### config.mk
export PLATFORM = sky130hd
export DESIGN_NAME = lru_write_back_tag_cache
export DESIGN_NICKNAME = d
export VERILOG_FILES = /design/src/hw/rtl/lwbtc_pkg.sv /design/src/hw/rtl/lru_write_back_tag_cache.sv /design/src/hw/rtl/lwbtc_cell.sv
export SDC_FILE = /design/constraint.sdc
export NUM_CORES = 1
export LEC_CHECK = 0
export BUFFER_PORTS_ARGS = -buffer_cell sky130_fd_sc_hd__buf_4
export CELL_PAD_IN_SITES_DETAIL_PLACEMENT = 0
export CELL_PAD_IN_SITES_GLOBAL_PLACEMENT = 2
export CORE_ASPECT_RATIO = 1.75
export CORE_MARGIN = 3
export CORE_UTILIZATION = 44
export CTS_CLUSTER_DIAMETER = 80
export CTS_CLUSTER_SIZE = 16
export DETAILED_ROUTE_END_ITERATION = 16
export PLACE_DENSITY = 0.81
export SETUP_SLACK_MARGIN = 0.02
export SYNTH_ARGS = -nofsm -noshare
export SYNTH_HDL_FRONTEND = slang
export SYNTH_SLANG_ARGS = --single-unit
### constraint.sdc
create_clock -name clk -period 5.47 [get_ports clk]
set_clock_uncertainty 0.1 [all_clocks]
set_input_delay 1.641 -clock clk [delete_from_list [all_inputs] [get_ports clk]]
set_output_delay 1.641 -clock clk [all_outputs]
set_load 0.01 [all_outputs]
### src/hw/rtl/lwbtc_pkg.sv
// ---------------------------------------------------------------------------
// lwbtc_pkg
// Shared types and codes for the LRU write-back tag cache: command codes,
// the lookup chain, the collect chain, the broadcast control and cell status.
// ---------------------------------------------------------------------------
package lwbtc_pkg;

	localparam int TAG_W     = 32;
	localparam int WAY_OUT_W = 3;

	typedef logic [TAG_W-1:0] tag_t;

	typedef enum logic {
		CMD_READ  = 1'b0,
		CMD_WRITE = 1'b1
	} cmd_t;

	// Ripples from cell 0 upwards: has any lower cell matched / been free
	typedef struct packed {
		logic match_seen;
		logic free_seen;
	} lookup_t;

	// Broadcast to every cell once the lookup chain has settled
	typedef struct packed {
		logic write;
		logic upd;
		logic any_match;
		logic any_free;
	} ctrl_t;

	// Ripples from cell 0 upwards: data of the selected cell, OR-collected
	typedef struct packed {
		logic sel;
		logic dirty;
		tag_t tag;
	} collect_t;

	// Per-cell status, watched at the top level
	typedef struct packed {
		logic sel;
		logic lru;
		logic valid;
	} stat_t;

endpackage

### src/hw/rtl/lru_write_back_tag_cache.sv
// ---------------------------------------------------------------------------
// lru_write_back_tag_cache
// Fully associative write-back tag cache with true LRU replacement, built as
// a row of entry cells.
// ---------------------------------------------------------------------------
// Takes one lookup beat per clock cycle and returns its result from an
// output register; input stall is raised only while a result
// is held and the output side stalls. A read hit reports the entry and makes
// it most recent; a read miss changes nothing and reports way 0. A write
// fills the matching entry, else the lowest free entry, else evicts the
// least recent one (flagging a writeback with the victim's cluster when it
// was dirty). The clock period is set by the tag compare and the match and
// collect chains that ripple through all WAYS cells before the rank update.
// No clearing pass is needed after reset.
module lru_write_back_tag_cache #(
	parameter int WAYS = 8
) (
	input  logic                                clk,
	input  logic                                arst_n,
	input  logic                                in_valid,
	output logic                                in_stall,
	input  logic                                command,
	input  logic [lwbtc_pkg::TAG_W-1:0]         cluster,
	output logic                                out_valid,
	input  logic                                out_stall,
	output logic                                hit,
	output logic [lwbtc_pkg::WAY_OUT_W-1:0]     way,
	output logic                                writeback,
	output logic [lwbtc_pkg::TAG_W-1:0]         victim_cluster
);
	import lwbtc_pkg::*;

	localparam int RW = $clog2(WAYS);

	logic          accept;
	ctrl_t         ctrl;
	lookup_t       look [WAYS+1];
	collect_t      coll [WAYS+1];
	logic [RW-1:0] cway [WAYS+1];
	logic [RW-1:0] crank[WAYS+1];
	stat_t         stat [WAYS];
	logic [WAYS-1:0] sel_vec;
	logic [WAYS-1:0] lru_vec;
	logic [WAYS-1:0] valid_vec;

	logic [RW+WAY_OUT_W-1:0] way_ext;
	logic                    evict_wb;

	logic                 out_valid_q;
	logic                 hit_q;
	logic [WAY_OUT_W-1:0] way_q;
	logic                 writeback_q;
	tag_t                 victim_q;

	// Handshake: hold input while a result waits on a stalled output
	assign in_stall = out_valid_q && out_stall;
	assign accept   = in_valid && !in_stall;

	// Broadcast control once the lookup chain has settled
	assign ctrl.write     = (cmd_t'(command) == CMD_WRITE);
	assign ctrl.any_match = look[WAYS].match_seen;
	assign ctrl.any_free  = look[WAYS].free_seen;
	assign ctrl.upd       = ctrl.write || look[WAYS].match_seen;

	assign look[0]  = '0;
	assign coll[0]  = '0;
	assign cway[0]  = '0;
	assign crank[0] = '0;

	// Row of entry cells
	for (genvar i = 0; i < WAYS; i++) begin : g_cell
		lwbtc_cell #(
			.WAYS  (WAYS),
			.INDEX (i)
		) u_cell (
			.clk      (clk),
			.arst_n   (arst_n),
			.go       (accept),
			.cluster  (cluster),
			.ctrl     (ctrl),
			.upd_rank (crank[WAYS]),
			.look_in  (look[i]),
			.look_out (look[i+1]),
			.coll_in  (coll[i]),
			.coll_out (coll[i+1]),
			.way_in   (cway[i]),
			.way_out  (cway[i+1]),
			.rank_in  (crank[i]),
			.rank_out (crank[i+1]),
			.stat     (stat[i])
		);
		assign sel_vec[i]   = stat[i].sel;
		assign lru_vec[i]   = stat[i].lru;
		assign valid_vec[i] = stat[i].valid;
	end

	// Form the result of the beat
	assign way_ext  = {{WAY_OUT_W{1'b0}}, cway[WAYS]};
	assign evict_wb = ctrl.write && !ctrl.any_match && !ctrl.any_free && coll[WAYS].dirty;

	// Output register: advance on accept, drop once taken
	always_ff @(posedge clk or negedge arst_n) begin
		if (!arst_n) begin
			out_valid_q <= 1'b0;
		end else if (accept) begin
			out_valid_q <= 1'b1;
		end else if (!out_stall) begin
			out_valid_q <= 1'b0;
		end
	end

	always_ff @(posedge clk) begin
		if (accept) begin
			hit_q       <= ctrl.any_match;
			way_q       <= way_ext[WAY_OUT_W-1:0];
			writeback_q <= evict_wb;
			victim_q    <= evict_wb ? coll[WAYS].tag : '0;
		end
	end

	assign out_valid      = out_valid_q;
	assign hit            = hit_q;
	assign way            = way_q;
	assign writeback      = writeback_q;
	assign victim_cluster = victim_q;

`ifndef SYNTHESIS
	// At most one entry is selected for any beat
	a_one_sel: assert property (@(posedge clk) disable iff (!arst_n)
		$onehot0(sel_vec))
		else $error("more than one entry selected");

	// Exactly one entry holds the least recent rank
	a_one_lru: assert property (@(posedge clk) disable iff (!arst_n)
		$onehot(lru_vec))
		else $error("recency ranks are not a permutation");

	// Valid entries always form a prefix starting at entry 0
	a_valid_prefix: assert property (@(posedge clk) disable iff (!arst_n)
		((valid_vec + WAYS'(1)) & valid_vec) == '0)
		else $error("valid entries are not a low prefix");

	// After any write, entry 0 is valid
	a_write_fills: assert property (@(posedge clk) disable iff (!arst_n)
		accept && (cmd_t'(command) == CMD_WRITE) |=> valid_vec[0])
		else $error("write did not leave entry 0 valid");

	// A writeback only comes from an eviction, never from a hit
	a_wb_no_hit: assert property (@(posedge clk) disable iff (!arst_n)
		out_valid_q && writeback_q |-> !hit_q)
		else $error("writeback reported on a hit");
`endif

endmodule

### src/hw/rtl/lwbtc_cell.sv
// ---------------------------------------------------------------------------
// lwbtc_cell
// One cache entry: valid and dirty marks, tag and recency rank. Compares the
// incoming cluster, passes lookup and collect results on to its neighbour
// and updates its own entry when the beat is taken.
// ---------------------------------------------------------------------------
module lwbtc_cell #(
	parameter int WAYS  = 8,
	parameter int INDEX = 0
) (
	input  logic                       clk,
	input  logic                       arst_n,
	input  logic                       go,
	input  lwbtc_pkg::tag_t            cluster,
	input  lwbtc_pkg::ctrl_t           ctrl,
	input  logic [$clog2(WAYS)-1:0]    upd_rank,
	input  lwbtc_pkg::lookup_t         look_in,
	output lwbtc_pkg::lookup_t         look_out,
	input  lwbtc_pkg::collect_t        coll_in,
	output lwbtc_pkg::collect_t        coll_out,
	input  logic [$clog2(WAYS)-1:0]    way_in,
	output logic [$clog2(WAYS)-1:0]    way_out,
	input  logic [$clog2(WAYS)-1:0]    rank_in,
	output logic [$clog2(WAYS)-1:0]    rank_out,
	output lwbtc_pkg::stat_t           stat
);
	import lwbtc_pkg::*;

	localparam int RW = $clog2(WAYS);

	logic          valid_q;
	logic          dirty_q;
	tag_t          tag_q;
	logic [RW-1:0] rank_q;

	logic tag_eq;
	logic match_here;
	logic free_here;
	logic lru_here;
	logic sel_here;

	// Local compare and first-match / first-free detection
	assign tag_eq     = valid_q && (tag_q == cluster);
	assign match_here = tag_eq && !look_in.match_seen;
	assign free_here  = !valid_q && !look_in.free_seen;
	assign lru_here   = (rank_q == RW'(WAYS - 1));

	assign look_out.match_seen = look_in.match_seen | tag_eq;
	assign look_out.free_seen  = look_in.free_seen | !valid_q;

	// Pick this entry: hit first, then free entry, then least recent
	always_comb begin
		if (ctrl.write) begin
			if (ctrl.any_match) begin
				sel_here = match_here;
			end else if (ctrl.any_free) begin
				sel_here = free_here;
			end else begin
				sel_here = lru_here;
			end
		end else begin
			sel_here = match_here;
		end
	end

	// Collect the selected entry's data along the row
	assign coll_out.sel   = coll_in.sel | sel_here;
	assign coll_out.dirty = coll_in.dirty | (sel_here & dirty_q);
	assign coll_out.tag   = coll_in.tag | (sel_here ? tag_q : '0);
	assign way_out        = way_in | (sel_here ? RW'(INDEX) : '0);
	assign rank_out       = rank_in | (sel_here ? rank_q : '0);

	assign stat.sel   = sel_here;
	assign stat.lru   = lru_here;
	assign stat.valid = valid_q;

	// Update marks and recency rank
	always_ff @(posedge clk or negedge arst_n) begin
		if (!arst_n) begin
			valid_q <= 1'b0;
			dirty_q <= 1'b0;
			rank_q  <= RW'(INDEX);
		end else if (go && ctrl.upd) begin
			if (sel_here) begin
				rank_q <= '0;
				if (ctrl.write) begin
					valid_q <= 1'b1;
					dirty_q <= 1'b1;
				end
			end else if (rank_q < upd_rank) begin
				rank_q <= rank_q + RW'(1);
			end
		end
	end

	// Load the tag on a fill
	always_ff @(posedge clk) begin
		if (go && ctrl.upd && ctrl.write && sel_here) begin
			tag_q <= cluster;
		end
	end

endmodule
==> reports/results.tsv, run 1 <==
stage	metric	value	unit
die	die_w	152	um
detailed_routing	wl_per_cell	30.9	um
grt	grtUsageMet2	0.566	
worst_setup_path	reg2reg_slack	0.94	ns
cts	numClockSinks	326	
logic_synthesis	syn_area	16400	um2
power	leakagePower	7.30	nW
sta	period_share	0.971	
worst_setup_path	cp_max_fo	34	
logic_synthesis	synth_enable_flop_cells	293	
logic_synthesis	yosysSeqAreaShare	0.587	
worst_setup_path	crit_type	in2reg	
die	coreArea	36900	um2
worst_setup_path	worstSetupStartpointType	input pin	
cts	clk_pin_slew_worst_paths	0.07	ns
grt	top_usage_layer	met2	
logic_synthesis	synth_nets	1353	
grt	use_met1	0.327	
worst_setup_path	cpPeakStageDelay	0.52	ns
worst_setup_path	r2r_start	g_cell[0].u_cell.tag_q[2]	
grt	grt_max_degree	37	
cts	clockBufferDepth	3	
sta	relSlewSlack	0.438	
cts	clock-root-buffer	clkbuf_16	
worst_setup_path	worst_ep_arrival_time	5.47	ns
flow_run	maxCapViolCount	0	
grt	grt_pass1_wl	90900	um
worst_setup_path	reg2reg_depth	14	
grt	grt_pass1_vias	13100	
detailed_routing	drt_iter0_drc	1307	
cells_and_area	drive_gt1_frac	0.259	
cells_and_area	fin_cells	2070	
detailed_routing	vias_per_cell	6.13	
logic_synthesis	yosys_register_bits	326	
place	portBuffers	75	
logic_synthesis	yosys_warnings	0	
hold_path	hp-class	reg2reg	
worst_setup_path	path_cells	buf_4 -> buf_4 -> xnor2_2 -> nand4_1 -> nor4_1 -> buf_4 -> and3_1 -> buf_4 -> a22o_1 -> buf_4 -> inv_1 -> nor2_4 -> buf_4	
cells_and_area	fill_cells	3164	
die	dieArea	39800	um2
grt	grt_use_met3	0.0404	
sta	tns	0	ns
worst_setup_path	cp_top_family	buffers and inverters	
place	dp_hpwl	49300	um
sta	hold_viol	0	
power	irDropWorstVdd	0.000261	V
logic_synthesis	ys.flop_type	edfxtp_1	
sta	final.min_clock_period	5.31	ns
sta	fmax	0.188	GHz
grt	grt.overflow.total	0	
logic_synthesis	yosysUniqueCellTypes	84	
logic_synthesis	synthTopCellsByArea	edfxtp_1 54%, xnor2_1 6.8%, xor2_1 6.5%	
grt	track_usage	0.315	
worst_setup_path	worst-path-stages	13	
worst_setup_path	crit_slowest_cell	nor4_1	
cells_and_area	syn_to_final_growth	23.4	%
cts	cts-buffers-inserted	25	
power	power.density	324	nW/um2
cts	postCtsHoldBufs	0	
worst_setup_path	worst-path-buf-inv	7	
logic_synthesis	avgSynthCellArea	12.6	um2
logic_synthesis	yosysTopAreaCell	edfxtp_1	
logic_synthesis	yosysTopAreaCellShare	0.536	
logic_synthesis	synthArstFlopShare	0.101	
logic_synthesis	syn_inst	1300	
detailed_routing	wl	63900	um
place	numPlacedInstances	2022	
detailed_routing	drc	0	
detailed_routing	vias	12700	
die	die-height	262	um
worst_setup_path	critPathRequiredTime	5.62	ns
logic_synthesis	yosysMostFrequentCell	edfxtp_1	
worst_setup_path	crit_end	g_cell[2].u_cell.tag_q[7]	
place	gp_congestion	0.968	
cells_and_area	final_area	20300	um2
cts	clk_latency	0.56	ns
worst_setup_path	cp-startpoint	cluster[25]	
die	io_pins	76	
detailed_routing	dr.pass1.iters	8	
run_status	status	finished clean	
die	initial_core_util	0.445	
logic_synthesis	synth_commonest_cells	293 x edfxtp_1, 128 x xnor2_1, 121 x xor2_1	
worst_setup_path	r2r_end	g_cell[2].u_cell.tag_q[7]	
place	placed_area	19500	um2
detailed_routing	drtAntennaViolNets	0	
cells_and_area	nets	1629	
die	row_count	93	
sta	rsz0062_at_grt	no	
worst_setup_path	path_common_cell	buf_4	
sta	final_max_slew_viol_count	0	
sta	finalSetupViolations	0	
worst_setup_path	critPathCaptureType	register	
cts	h-tree-depth	1	
cts	cts_tree	yes	
grt	antenna_found_initial	1	
sta	max_slew.worst_pin.slew	0.821	ns
==> cell families (layout without fill, tap and decap cells) <==
| logic type | Yosys count | after routing | share of synthesized area |
|---|---|---|---|
| AO/OA/AOI/OAI | 275 | 275 | 0.127 |
| XOR/XNOR | 249 | 249 | 0.133 |
| adder cells (fa/ha/maj) | 19 | 19 | 0.0140 |
| buffers and inverters | 122 | 416 | 0.0391 |
| flip-flops | 326 | 326 | 0.587 |
| multiplexers | 3 | 3 | 0.00183 |
| other | 0 | 1 | 0 |
| AND/OR/NAND/NOR | 306 | 306 | 0.0985 |
==> final cells by class <==
class                           count  area (um2)  area share
Inverter                           39         146     0.00722
Clock inverter                      4        57.6     0.00284
Tap cell                          475         594      0.0293
Multi-Input combinational cell    852        6270       0.309
Timing Repair Buffer              332        2880       0.142
Sequential cell                   326        9640       0.475
Clock buffer                       41         686      0.0338
Antenna cell                        1        2.50    0.000123
==> how the worst min path moves through the flow <==
stage | from | end | cells after the start
finish | g_cell[7].u_cell.rank_q[0] | g_cell[7].u_cell.rank_q[0] | 1
global route | g_cell[7].u_cell.rank_q[0] | g_cell[7].u_cell.rank_q[0] | 1
CTS | g_cell[7].u_cell.rank_q[0] | g_cell[7].u_cell.rank_q[0] | 1
detailed placement | g_cell[7].u_cell.rank_q[0] | g_cell[7].u_cell.rank_q[0] | 1
global placement | out_valid | out_valid | 2
floorplan | g_cell[7].u_cell.rank_q[0] | g_cell[7].u_cell.rank_q[0] | 1
==> worst reg2reg max path, delay by kind of cell (launching register included) <==
family	cells	cell delay (ns)
and+or+nand+nor	6	1.51
buffers and inverters	6	1.43
xor gates and xnor gates	1	0.60
DFF	1	0.42
AOI/OAI and AO/OA	1	0.16
==> registers in the layout (all words and copies together) (netlist names) <==
name and cells:
way 3, writeback 1, g_cell.u_cell.tag_q 256, g_cell.u_cell.dirty_q 2, hit 1, g_cell.u_cell.rank_q 24, victim_cluster 32, g_cell.u_cell.valid_q 6
out_valid 1
==> through the flow <==
| step | utilization | power, mW | hold slack [ns] | setup WS [ns] |
|---|---|---|---|---|
| 2_1_floorplan | - | 3.91 | 0.382 | 0.139 |
| 3_3_place_gp | 0.528 | 4.76 | 0.405 | -0.627 |
| 3_5_place_dp | 0.528 | 4.78 | 0.418 | -0.570 |
| 4_1_cts | 0.549 | 6.59 | 0.430 | 0.120 |
| 5_1_grt | 0.550 | 6.81 | 0.441 | 0.0419 |
| 6_report | 0.550 | 6.57 | 0.427 | 0.159 |
==> report_power, final <==
group | internal, mW | switching, mW | total (mW)
logic | 0.703 | 0.932 | 1.63
clock network | 0.912 | 0.907 | 1.82
registers | 2.88 | 0.236 | 3.11
total | 4.49 | 2.08 | 6.57
==> timing repair <==
action	CTS	global route
setup endpoints to repair	1	25
resized for setup	1	1
setup buffers	0	2
pin swaps	0	1
==> cells in the final DEF, fill, tap and decap left out, types with 8 or more instances in the layout <==
cell         n
buf_4      301
edfxtp_1   293
xnor2_1    127
xor2_1     120
nand2_1    103
a21oi_1     81
a222oi_1    68
nand4_1     46
nor4_1      41
inv_1       39
buf_12      31
clkbuf_16   25
nand3_1     22
o21ai_0     21
dfrtp_1     21
nor2_1      17
ha_1        16
clkbuf_1    16
dfstp_2     12
nor3_1      11
nor2_4       9
and3_1       8
nand2b_1     8
or4_1        8
a22o_1       8
o21a_1       8
==> layer usage <==
metal	part of all wire	wire length (um)
met1	0.33	20900
met2	0.51	32700
met3	0.057	3610
met4	0.11	6730
met5	0	0
Power figures use the tool's default switching activity.
==> run 2: changes to the inputs <==
==> constraint.sdc (replaced) <==
create_clock -name clk -period 5.47 [get_ports clk]
set_clock_uncertainty 0.1 [all_clocks]
set_input_delay 1.094 -clock clk [delete_from_list [all_inputs] [get_ports clk]]
set_output_delay 1.094 -clock clk [all_outputs]
set_load 0.01 [all_outputs]
==> run 2 against run 1 <==
Compared with the run above: register-to-register slack worse by 0.07 ns; die area unchanged; largest cell class unchanged; final cell count down 6.4%; sequential power about the same; count of clock-buffer cells in the layout up 2; clock power down 4%; critical path type unchanged; global-route usage down 1.5 points; critical path depth up 4; setup slack better by 0.32 ns.
==> reports/results.tsv, run 2 (synthesis gave the netlist of run 1 again) <==
stage	metric	value	unit	change
grt	track_usage	0.300		-0.0150
worst_setup_path	worstSetupStartpointType	input pin		
worst_setup_path	reg2reg_depth	15		+1
place	gp_congestion	0.972		+0.50%
die	dieArea	39800	um2	unchanged
power	leakagePower	6.59	nW	-9.7%
power	switchingPower	2.01	mW	-3.0%
grt	grt_pass1_wl	86100	um	-5.3%
power	p_sw_frac	0.317		+0.00125
flow_run	maxCapViolCount	0		unchanged
cells_and_area	regArea	9640	um2	unchanged
cells_and_area	drive_gt1_frac	0.190		-0.0691
sta	max_slew.worst_pin.slew	0.851	ns	+0.0293 ns
cells_and_area	diodes	0		-1
worst_setup_path	critPathCaptureType	register		
cells_and_area	syn_to_final_growth	15.9	%	
die	die_w	152	um	unchanged
cells_and_area	multi_input_area	6250	um2	-0.24%
cts	clock-root-buffer	clkbuf_16		
cts	postCtsHoldBufs	0		unchanged
grt	grt_pass1_vias	12200		-6.9%
cells_and_area	fill_cells	3199		+1.1%
place	placed_area	18300	um2	-5.9%
place	dp_hpwl	45500	um	-7.6%
power	irDropWorstVdd	0.000276	V	+5.5%
power	power.density	333	nW/um2	+2.8%
detailed_routing	dr.pass1.iters	7		-1
cells_and_area	final_common_cell	edfxtp_1		
sta	rsz0062_at_grt	no		
power	p_seq_frac	0.490		+0.016
detailed_routing	drtAntennaViolNets	0		unchanged
cts	clk_latency	0.57	ns	about the same
power	combPwrFrac	0.234		-0.015
grt	grt_max_degree	37		unchanged
die	coreArea	36900	um2	unchanged
cells_and_area	largest_register	g_cell.u_cell.tag_q		
sta	fmax	0.201	GHz	+6.5%
sta	relSlewSlack	0.428		-0.0106
die	io_pins	76		unchanged
sta	tns	0	ns	unchanged
cts	cts-buffers-inserted	24		-4.0%
sta	finalSetupViolations	0		unchanged
sta	final.min_clock_period	4.99	ns	-0.325 ns
die	initial_core_util	0.445		unchanged
cts	numClockSinks	326		unchanged
cells_and_area	final_area	19000	um2	-6.1%
cells_and_area	nets	1498		-8.0%
detailed_routing	vias_per_cell	6.23		+1.6%
grt	grt.overflow.total	0		unchanged
detailed_routing	wl	61400	um	-4.0%
detailed_routing	vias	12100		-4.9%
cells_and_area	layout_common_cells	293 x edfxtp_1, 187 x buf_4, 128 x xnor2_1		
worst_setup_path	cp_max_fo	12		-65%
detailed_routing	wl_per_cell	31.7	um	+2.5%
place	portBuffers	75		unchanged
cts	cts.repair.resized	0		-1
detailed_routing	drt_iter0_drc	1367		+4.6%
grt	antenna_found_initial	1		unchanged
run_status	status	finished clean		
cts	post_cts_buffers	0		unchanged
sta	final_max_slew_viol_count	0		unchanged
power	clkPwrFrac	0.276		about the same
die	die-height	262	um	unchanged
cts	clockBufferDepth	3		unchanged
detailed_routing	drc	0		unchanged
cts	clk_pin_slew_worst_paths	0.09	ns	+0.02 ns
sta	hold_viol	0		unchanged
worst_setup_path	crit_type	in2reg		
hold_path	hp-class	in2async		
worst_setup_path	critPathRequiredTime	5.64	ns	+0.02 ns
cts	cts_tree	yes		
cts	h-tree-depth	1		unchanged
cells_and_area	largest_reg_flops	256		unchanged
worst_setup_path	worst_ep_arrival_time	5.15	ns	-0.32 ns
die	row_count	93		unchanged
power	p_int	4.33	mW	-3.6%
sta	period_share	0.912		-0.0593
run 2: changes by cell type in the layout (fill, tap and decap cells not counted), sizes merged:
| cell | delta |
|---|---|
| clkbuf | +2 |
| bufinv | -1 |
| diode | -1 |
| buf | -130 |
| inv | -1 |
| clkinvlp | -1 |
run 2: power groups by stage:
stage / Clock, mW / Sequential, mW / Combinational [mW]
floorplan: 0 / 3.05 / 0.861
global placement: 0 / 3.16 / 1.46
detailed placement: 0 / 3.16 / 1.47
CTS: 1.76 / 3.11 / 1.48
global route: 1.86 / 3.13 / 1.59
finish: 1.75 / 3.11 / 1.48
run 2: final cells by class:
cell class                      instances  share of cell area
Sequential cell                       326               0.506
Multi-Input combinational cell        852               0.328
Timing Repair Buffer                  202              0.0895
Clock buffer                           43              0.0364
Tap cell                              475              0.0312
Inverter                               39             0.00769
Clock inverter                          1            0.000591
run 2: critical path: stages:
cell      delay, ns
buf_4          0.16
buf_4          0.17
xor2_1         0.15
nor4_1         0.71
nand4_1        0.17
or4_1          0.67
nor3b_2        0.26
nand3_1        0.21
nor2b_4        0.06
a222oi_1       0.47
buf_4          0.18
o21ai_0        0.08
a21oi_1        0.13
a211o_1        0.19
buf_12         0.19
buf_12         0.16
a21oi_1        0.08
run 2: metal layers:
metal | global-route usage | vias up | part of all wire
met5 | 0 | - | 0.00020
li1 | - | 5293 | -
met4 | 0.253 | 2 | 0.11
met3 | 0.0362 | 188 | 0.055
met1 | 0.318 | 6025 | 0.33
met2 | 0.532 | 566 | 0.50
run 2: metrics by stage:
step | cells | hold WS, ns | util | total power [mW] | setup slack [ns]
after floorplan | 1300 | 0.382 | - | 3.91 | 0.532
after global placement | 1894 | 0.412 | 0.497 | 4.62 | 0.0302
after detailed placement | 1894 | 0.421 | 0.497 | 4.63 | 0.0199
after CTS | 1938 | 0.381 | 0.516 | 6.35 | 0.570
after global routing | 1938 | 0.406 | 0.516 | 6.58 | 0.443
final | 1938 | 0.379 | 0.516 | 6.34 | 0.484
run 2: path summary, 6_finish.rpt:
path / endpoint / start / slack, ns
hold reg to reg: out_valid / out_valid / 0.43
setup reg to reg: victim_cluster[14] / g_cell[0].u_cell.tag_q[29] / 0.87
hold / removal: g_cell[6].u_cell.valid_q / arst_n / 0.38
min in group clk: out_valid / out_valid / 0.43
setup / recovery: victim_cluster[14] / cluster[25] / 0.48
max in group asynchronous: g_cell[1].u_cell.rank_q[0] / arst_n / 4.49
